--- src/hw/rtl/tksm_pkg.sv ---
`timescale 1ns / 1ps
// Shared types and constants for the top-k sum multiset block.
// No dependencies; used by tksm_cell and top_k_sum_multiset.
package tksm_pkg;

	// default sizes of the store
	localparam int CAPACITY_DEF   = 64;
	localparam int VALUE_BITS_DEF = 32;

	// fixed field widths of the channels
	localparam int IN_VALUE_BITS  = 32;
	localparam int SUM_BITS       = 38;
	localparam int CNT_BITS       = 7;
	localparam int CFG_BITS       = 7;
	localparam int STATUS_BITS    = 2;
	localparam int OUT_TDATA_BITS = 48;

	// func codes on the input tuser
	localparam logic FUNC_INSERT = 1'b0;
	localparam logic FUNC_REMOVE = 1'b1;

	// operation broadcast to the cells while a wave runs
	typedef enum logic [1:0] {
		OP_NOP = 2'd0,
		OP_INS = 2'd1,
		OP_REM = 2'd2
	} tksm_op_t;

	typedef enum logic [STATUS_BITS-1:0] {
		ST_OK      = 2'd0,
		ST_FULL    = 2'd1,
		ST_MISSING = 2'd2
	} tksm_status_t;

	// flags that travel with the update wave from cell to cell
	typedef struct packed {
		logic active;    // wave is at this cell
		logic found;     // remove: matching entry seen at or before this cell
		logic carry_on;  // insert: a value is still being carried down
	} tksm_wave_t;

endpackage

--- src/hw/rtl/tksm_cell.sv ---
`timescale 1ns / 1ps
// One entry of the sorted chain: holds a value, updates it when the wave passes.
// Depends on tksm_pkg.
module tksm_cell #(
	parameter int VAL_W = tksm_pkg::VALUE_BITS_DEF,
	parameter int LIM_W = tksm_pkg::CFG_BITS,
	parameter int IDX   = 0
) (
	input  logic                                  clk,
	input  logic                                  arst_n,
	input  tksm_pkg::tksm_op_t                    op,
	input  logic signed [VAL_W-1:0]               key,
	input  logic        [LIM_W-1:0]               count,
	input  logic        [LIM_W-1:0]               k_lim,
	input  tksm_pkg::tksm_wave_t                  wave_in,
	input  logic signed [VAL_W-1:0]               carry_in,
	input  logic signed [tksm_pkg::SUM_BITS-1:0]  sum_in,
	input  logic signed [VAL_W-1:0]               next_val,
	output logic signed [VAL_W-1:0]               val,
	output tksm_pkg::tksm_wave_t                  wave_out,
	output logic signed [VAL_W-1:0]               carry_out,
	output logic signed [tksm_pkg::SUM_BITS-1:0]  sum_out
);

	localparam int SumW = tksm_pkg::SUM_BITS;
	localparam logic [LIM_W-1:0] IdxL    = LIM_W'(IDX);
	localparam logic [LIM_W-1:0] IdxNext = LIM_W'(IDX + 1);

	logic signed [VAL_W-1:0] val_q;
	logic signed [VAL_W-1:0] new_val;
	logic signed [VAL_W-1:0] carry_n;
	logic signed [VAL_W-1:0] carry_q;
	logic signed [SumW-1:0]  sum_n;
	logic signed [SumW-1:0]  sum_q;
	tksm_pkg::tksm_wave_t    wave_n;
	tksm_pkg::tksm_wave_t    wave_q;
	logic                    occ;
	logic                    incl;

	assign occ = IdxL < count;

	always_comb begin
		new_val = val_q;
		carry_n = carry_in;
		wave_n  = wave_in;
		incl    = 1'b0;
		case (op)
			tksm_pkg::OP_INS: begin
				// place into the first free cell, or swap past smaller values
				if (wave_in.carry_on) begin
					if (!occ) begin
						new_val         = carry_in;
						wave_n.carry_on = 1'b0;
					end else if (carry_in > val_q) begin
						new_val = carry_in;
						carry_n = val_q;
					end
				end
				incl = (IdxL < k_lim) && (IdxL <= count);
			end
			tksm_pkg::OP_REM: begin
				// from the first match on, pull the right neighbor in
				wave_n.found = wave_in.found | (occ && (val_q == key));
				if (wave_n.found) begin
					new_val = next_val;
				end
				incl = (IdxL < k_lim) && (wave_n.found ? (IdxNext < count) : (IdxL < count));
			end
			default: begin
				incl = (IdxL < k_lim) && (IdxL < count);
			end
		endcase
		sum_n = sum_in + (incl ? SumW'(new_val) : {SumW{1'b0}});
	end

	always_ff @(posedge clk or negedge arst_n) begin
		if (!arst_n) begin
			wave_q <= '0;
		end else begin
			wave_q <= wave_n;
		end
	end

	always_ff @(posedge clk) begin
		if (wave_in.active) begin
			val_q <= new_val;
		end
		carry_q <= carry_n;
		sum_q   <= sum_n;
	end

	assign val       = val_q;
	assign wave_out  = wave_q;
	assign carry_out = carry_q;
	assign sum_out   = sum_q;

endmodule

--- config.mk ---
export PLATFORM = sky130hd
export DESIGN_NAME = tksm_cell
export DESIGN_NICKNAME = d
export VERILOG_FILES = /design/src/hw/rtl/tksm_pkg.sv /design/src/hw/rtl/tksm_cell.sv
export SDC_FILE = /design/constraint.sdc
export NUM_CORES = 1
export LEC_CHECK = 0
export BUFFER_PORTS_ARGS = -buffer_cell sky130_fd_sc_hd__buf_2
export CAP_MARGIN = 20
export CELL_PAD_IN_SITES_DETAIL_PLACEMENT = 0
export CELL_PAD_IN_SITES_GLOBAL_PLACEMENT = 1
export CORE_UTILIZATION = 37
export DETAILED_ROUTE_END_ITERATION = 8
export PLACE_DENSITY = 0.82
export SYNTH_ARGS = -nofsm -noshare
export SYNTH_HDL_FRONTEND = slang
export SYNTH_SLANG_ARGS = --single-unit
--- constraint.sdc ---
create_clock -name clk -period 6.6 [get_ports clk]
set_input_delay 0.66 -clock clk [delete_from_list [all_inputs] [get_ports clk]]
set_output_delay 0.66 -clock clk [all_outputs]
set_load 0.02 [all_outputs]
# Word-level counts from Yosys, hierarchy flattened
# Cells that the tools add are included.
# W data, S select, Z words.
[op_classes]
bitwise_logic = 1
eq_ne = 3
reduce_logical = 4
magnitude_cmp = 5
addsub = 1
multipliers = 0
shifts = 0
n_div = 0
n_mux = 16
[op_table]
columns = ["op", "count"]
rows = [
  ["$mux W32", 8],
  ["$pmux W32 S2", 1],
  ["$add A38 B38 Y38", 1],
  ["$mux W38", 1],
  ["$eq A32 B32 Y1", 1],
  ["$gt A32 B32 Y1", 1],
  ["$lt A1 B7 Y1 const A", 3],
  ["$le A1 B7 Y1 const A", 1],
  ["$mux W1", 5],
  ["$logic_and A1 B1 Y1", 4],
  ["$eq A2 B1 Y1 const B", 1],
  ["$eq A2 B2 Y1 const B", 1],
  ["$pmux W1 S2", 1],
  ["$or A1 B1 Y1", 1],
]
[totals]
ram_bits = 0
latch_bits = 0
reg_bits = 105
n_memories = 0
in_bits = 155
wordCells = 36
mem_bits_ro = 0

# Logic depth before layout (Yosys ltp)
[logic_depth]
ltp_word = 8
ltp_mapped = 27
depth_no_buf = 24

# Least setup slack after synthesis
# Ideal clock, no wire load.
[synth_timing]
path_type = "input to register"
from = "in carry_in[31]"
to = "reg sum_q[26] (netlist: sum_out[26])"
path_stages = 26
required_time_ps = 6468
arrival_ps = 5336
setup_time_ps = 132
slack_ps = 1132
cell_sequence = "ha_1 buf_4 nand4_1 nor2_1 a221oi_1 o211ai_1 a21oi_2 xnor2_2 o21ai_0 and2_1 buf_2 buf_4 a221o_1 and2_1 ha_1 fa_1 a211oi_1 o21ai_0 a21oi_1 o211ai_1 and2_1 a21o_1 a21oi_1 or2_2 a311oi_1 xor2_1"
[synth_between]
elab_chain_cells = 7
[synth_lines]
columns = ["element", "line", "rtl"]
rows = [
  ["start, declared", "tksm_cell.sv:16", "input logic signed [VAL_W-1:0] carry_in,"],
  ["$gt A32 B32 Y1", "tksm_cell.sv:54", "end else if (carry_in > val_q) begin"],
  ["$mux W32", "tksm_cell.sv:54", ""],
  ["$mux W32", "tksm_cell.sv:51", "if (!occ) begin"],
  ["$mux W32", "tksm_cell.sv:50", "if (wave_in.carry_on) begin"],
  ["$pmux W32 S2", "tksm_cell.sv:47", "case (op)"],
  ["net new_val[0]", "tksm_cell.sv:30", "logic signed [VAL_W-1:0] new_val;"],
  ["$mux W38", "tksm_cell.sv:73", "sum_n = sum_in + (incl ? SumW'(new_val) : {SumW{1'b0}});"],
  ["$add A38 B38 Y38", "tksm_cell.sv:73", ""],
  ["net sum_n[26]", "tksm_cell.sv:33", "logic signed [SumW-1:0] sum_n;"],
  ["end signal, assigned", "tksm_cell.sv:89", "sum_q <= sum_n;"],
  ["end, declared", "tksm_cell.sv:34", "logic signed [SumW-1:0] sum_q;"],
]
# The timed path passes the listed nets, and every way through them passes these cells.
# A chain may end at the register's enable or synchronous reset.

# Final worst setup path
[layout_timing]
from = "reg val_q[15] (netlist: val[15])"
to = "reg sum_q[36] (netlist: sum_out[36])"
[layout_between]
word_cells_on_any_way = 14
cone_classes = "1 x add/sub; 1 x order compare; 1 x eq/ne; 8 x mux; 1 x bitwise; 2 x reduce/logical"
[layout_rtl]
columns = ["element", "line", "rtl"]
rows = [
  ["start, declared", "tksm_cell.sv:29", "logic signed [VAL_W-1:0] val_q;"],
  ["start signal, assigned", "tksm_cell.sv:86", "val_q <= new_val;"],
  ["$gt A32 B32 Y1 or $eq A32 B32 Y1 (tied branches)", "tksm_cell.sv:54, tksm_cell.sv:63", ""],
  ["$mux W32 or $logic_and A1 B1 Y1 (tied branches)", "tksm_cell.sv:54, tksm_cell.sv:63", ""],
  ["$mux W32 or $or A1 B1 Y1 (tied branches)", "tksm_cell.sv:51, tksm_cell.sv:63", ""],
  ["$mux W32 (on tied branches)", "tksm_cell.sv:50, tksm_cell.sv:64", ""],
  ["$pmux W32 S2 *", "tksm_cell.sv:47", ""],
  ["net new_val[1]", "tksm_cell.sv:30", ""],
  ["$mux W38 *", "tksm_cell.sv:73", ""],
  ["$add A38 B38 Y38 *", "tksm_cell.sv:73", ""],
  ["net sum_n[36]", "tksm_cell.sv:33", ""],
]
# The timed path passes the listed nets; every way through them passes the cells marked *.

==> results.sh <==
export IMPL_core_area_um2=18770
export IMPL_p_switching_mw=0.9398
export IMPL_cts_buffers=9
export IMPL_netlist_area_um2=7098
export IMPL_synth_top_area_share=0.1974
export IMPL_ys_types=60
export IMPL_ys_seq_area_frac=0.3434
export IMPL_synthTopCellsByCount="71 x ha_1, 70 x dfxtp_1, 61 x nor2_1"
export IMPL_synth_seq_cells=105
export IMPL_p_leak_nw=4.298
export IMPL_tightestPinTransition_ps=941.6
export IMPL_total_power_mw=2.416
export IMPL_clock_fmax_ghz=0.1668
export IMPL_die_y_um=140.5
export IMPL_clock_latency_ps=370
export IMPL_gr_usage_all_layers=0.2357
export IMPL_cts_hold_repair_buffers=0
export IMPL_setup_ws_ps=603.1
export IMPL_finalSetupTns_ps=0
export IMPL_switching_share=0.3890
export IMPL_critPathMaxStageDelay_ps=510
export IMPL_post_drt_via_cell_ratio=5.297
export IMPL_async_flop_share=0.02857
export IMPL_cts_tree="done"
export IMPL_dpl_hpwl_mm=18.65
export IMPL_crit_path_start_kind="register"
export IMPL_grt_pass1_wl_mm=34.85
export IMPL_antenna_found_initial=0
export IMPL_fp_dieW_um=140.5
export IMPL_post_place_ws_ps=417.0
export IMPL_pwr_share_comb=0.411
export IMPL_syn_inst=732
export IMPL_dr_pass1_iters=4
export IMPL_synth_top_area_cell="dfxtp_1"
export IMPL_rr_endpoint="sum_out[36]"
export IMPL_crit_start="val[15]"
export IMPL_status="finished, final reports clean"
export IMPL_path_buf_inv=2
export IMPL_crit_chain="inv_1 -> ha_1 -> nand4_1 -> nor4_1 -> o21ai_1 -> nand4_1 -> a21oi_2 -> xnor2_2 -> o21ai_0 -> and2_1 -> buf_4 -> a221o_1 -> and2_1 -> fa_1 -> a211oi_1 -> o21ai_0 -> a21oi_1 -> o211ai_1 -> a311oi_1 -> nor2_1 -> a41oi_1 -> nand2b_1 -> a21oi_1 -> xnor2_1"
export IMPL_cp_top_family="compound AO/OA/AOI/OAI gates"
export IMPL_min_period_over_period=0.9086
export IMPL_period_needed_ps=5997
export IMPL_seqPwrFrac=0.363
export IMPL_hold_path_class="primary input to asynchronous set/reset pin"
export IMPL_p_per_area_nw_per_um2=269.1
export IMPL_critPathKind="register to register"
export IMPL_path_clk_slew_ps=80
export IMPL_cp_end_kind="register"
export IMPL_overflow=0
export IMPL_grt_pass1_vias=6339
export IMPL_internal_power_mw=1.476
export IMPL_synth_area_leaders="dfxtp_1 20%, edfxtp_1 14%, ha_1 13%"
export IMPL_drc=0
export IMPL_cts_sinks=105
export IMPL_grt_start_max_net_pins=34
export IMPL_cts_buffer_depth=2
export IMPL_crit_path_top_delay_cell="nor4_1"
export IMPL_synth_most_common_cell="ha_1"
export IMPL_cp_required_ps=6900
export IMPL_synth_flop_cell="dfxtp_1"
export IMPL_max_vdd_ir_drop_v=0.0001237
export IMPL_slew_viol_final=0
export IMPL_setup_violations=0
export IMPL_wl_met1_mm=10.62
export IMPL_maxCapViolCount=0
export IMPL_max_slew_margin=0.3723
export IMPL_rows=50
export IMPL_rr_worst_depth=24
export IMPL_die_area_um2=19740
export IMPL_routabilityCongestion=0.8947
export IMPL_dr_max_layer_used="met4"
export IMPL_routed_wl_met3_mm=1.676
export IMPL_synth_nets=959
export IMPL_dr_wl_met2_mm=10.51
export IMPL_io_buffers=259
export IMPL_critPathMaxFanout=17
export IMPL_layout_nets=1222
export IMPL_r2r_slack_ps=600
export IMPL_drt_total_wl_mm=23.28
export IMPL_htree_levels=3
export IMPL_cts_root_buf="clkbuf_16"
export IMPL_rr_startpoint="val[15]"
export IMPL_hold_viol=0
export IMPL_io_pins=260
export IMPL_start_util=0.3782
export IMPL_rsz0062_at_grt="no"
export IMPL_syn_area_per_cell_um2=9.697
export IMPL_ys_warn_count=0
export IMPL_drtAntennaViolNets=0
export IMPL_dr_total_vias=6537
export IMPL_skew_ps=13.87
export IMPL_synth_edf_count=32
export IMPL_syn2layout_area_growth_pct=26.49
export IMPL_post_cts_setup_buffers=0
export IMPL_clkPwrFrac=0.227
export IMPL_drt_iter0_markers=316
export IMPL_post_cts_resized=0
export IMPL_num_antenna_cells=0
export IMPL_wl_per_cell_um=18.86
export IMPL_drive_gt1_frac=0.3290
export IMPL_arrival_ps=6290
==> worst max-delay path by stage <==
| stage | cells after the start | slack, ps | to |
|---|---|---|---|
| after floorplan | 26 | 1130 | sum_out[26] |
| after CTS | 24 | 640 | sum_out[36] |
| final | 24 | 600 | sum_out[36] |
| after detailed placement | 24 | 420 | sum_out[36] |
| after global routing | 24 | 260 | sum_out[36] |
| after global placement | 23 | 580 | sum_out[36] |
==> flip-flops by register name, indices dropped and copies added (netlist names) <==
name       cells
carry_out     32
wave_out       3
val           32
sum_out       38
==> worst register-to-register path, cell delays in order (launching register included) <==
cell and delay [ps]:
edfxtp_1 490, inv_1 80, ha_1 300, nand4_1 180
nor4_1 510, o21ai_1 140, nand4_1 190, a21oi_2 120
xnor2_2 220, o21ai_0 100, and2_1 250, buf_4 250
a221o_1 320, and2_1 190, fa_1 450, a211oi_1 300
o21ai_0 140, a21oi_1 310, o211ai_1 200, a311oi_1 360
nor2_1 150, a41oi_1 270, nand2b_1 90, a21oi_1 190
xnor2_1 140
==> area by class of cell <==
| type | instances | area, um^2 |
|---|---|---|
| Sequential cell | 105 | 2437 |
| Timing Repair Buffer | 275 | 1416 |
| Multi-Input combinational cell | 564 | 4393 |
| Fill cell | 1840 | 9789 |
| Clock inverter | 6 | 60.06 |
| Tap cell | 234 | 292.8 |
| Inverter | 40 | 150.1 |
| Clock buffer | 10 | 229.0 |
==> per-stage QoR <==
stage               instances  hold WS (ps)    util  instance area [um^2]
finish                   1234         76.77  0.4784                  8979
global route             1234         75.46  0.4784                  8979
CTS                      1234         72.71  0.4784                  8979
detailed placement       1218         456.6  0.4630                  8690
global placement         1218         456.9  0.4630                  8690
floorplan                 732         364.4       -                  7098
==> routing by layer <==
metal / vias to the layer above / track usage
met1: 3024 / 0.3162
li1: 3218 / -
met5: - / 0
met2: 262 / 0.3818
met4: 0 / 0.07380
met3: 33 / 0.04547
==> power groups by stage <==
stage | clock, mW | combinational, mW | sequential [mW]
2_1_floorplan | 0 | 0.481 | 1.05
3_3_place_gp | 0 | 0.987 | 0.888
3_5_place_dp | 0 | 0.988 | 0.890
4_1_cts | 0.557 | 0.993 | 0.876
5_1_grt | 0.582 | 1.08 | 0.890
6_report | 0.548 | 0.992 | 0.876
==> cell usage in the layout, fill, tap and decap left out, types with 3 or more instances in the layout <==
| master | n |
|---|---|
| a211oi_1 | 6 |
| a21boi_0 | 3 |
| a21o_1 | 17 |
| a21oi_1 | 41 |
| a221o_1 | 31 |
| a311oi_1 | 3 |
| and2_1 | 35 |
| and3_1 | 4 |
| buf_2 | 259 |
| buf_4 | 16 |
| clkbuf_16 | 9 |
| dfrtp_1 | 3 |
| dfxtp_1 | 70 |
| edfxtp_1 | 32 |
| ha_1 | 71 |
| inv_1 | 40 |
| inv_6 | 4 |
| mux2_1 | 7 |
| mux2_2 | 24 |
| mux2i_1 | 31 |
| nand2_1 | 26 |
| nand2b_1 | 10 |
| nand3_1 | 15 |
| nand4_1 | 18 |
| nor2_1 | 61 |
| nor2b_1 | 5 |
| nor3_1 | 9 |
| nor4_1 | 3 |
| o211ai_1 | 3 |
| o21a_1 | 5 |
| o21ai_0 | 22 |
| o21ai_1 | 5 |
| o21bai_1 | 7 |
| o31ai_1 | 3 |
| or2_2 | 5 |
| xnor2_1 | 53 |
| xor2_1 | 11 |
==> kinds of logic (layout without fill, tap and decap cells) <==
family / after synthesis / after routing / synth area share
AND/OR/NAND/NOR: 198 / 198 / 0.1460
AO/OA/AOI/OAI: 167 / 167 / 0.1708
flip-flops: 105 / 105 / 0.3434
adder cells (fa/ha/maj): 72 / 72 / 0.1280
XOR/XNOR: 65 / 65 / 0.08126
buffers and inverters: 63 / 331 / 0.03772
multiplexers: 62 / 62 / 0.09290
(Power assumes the default switching activity.)
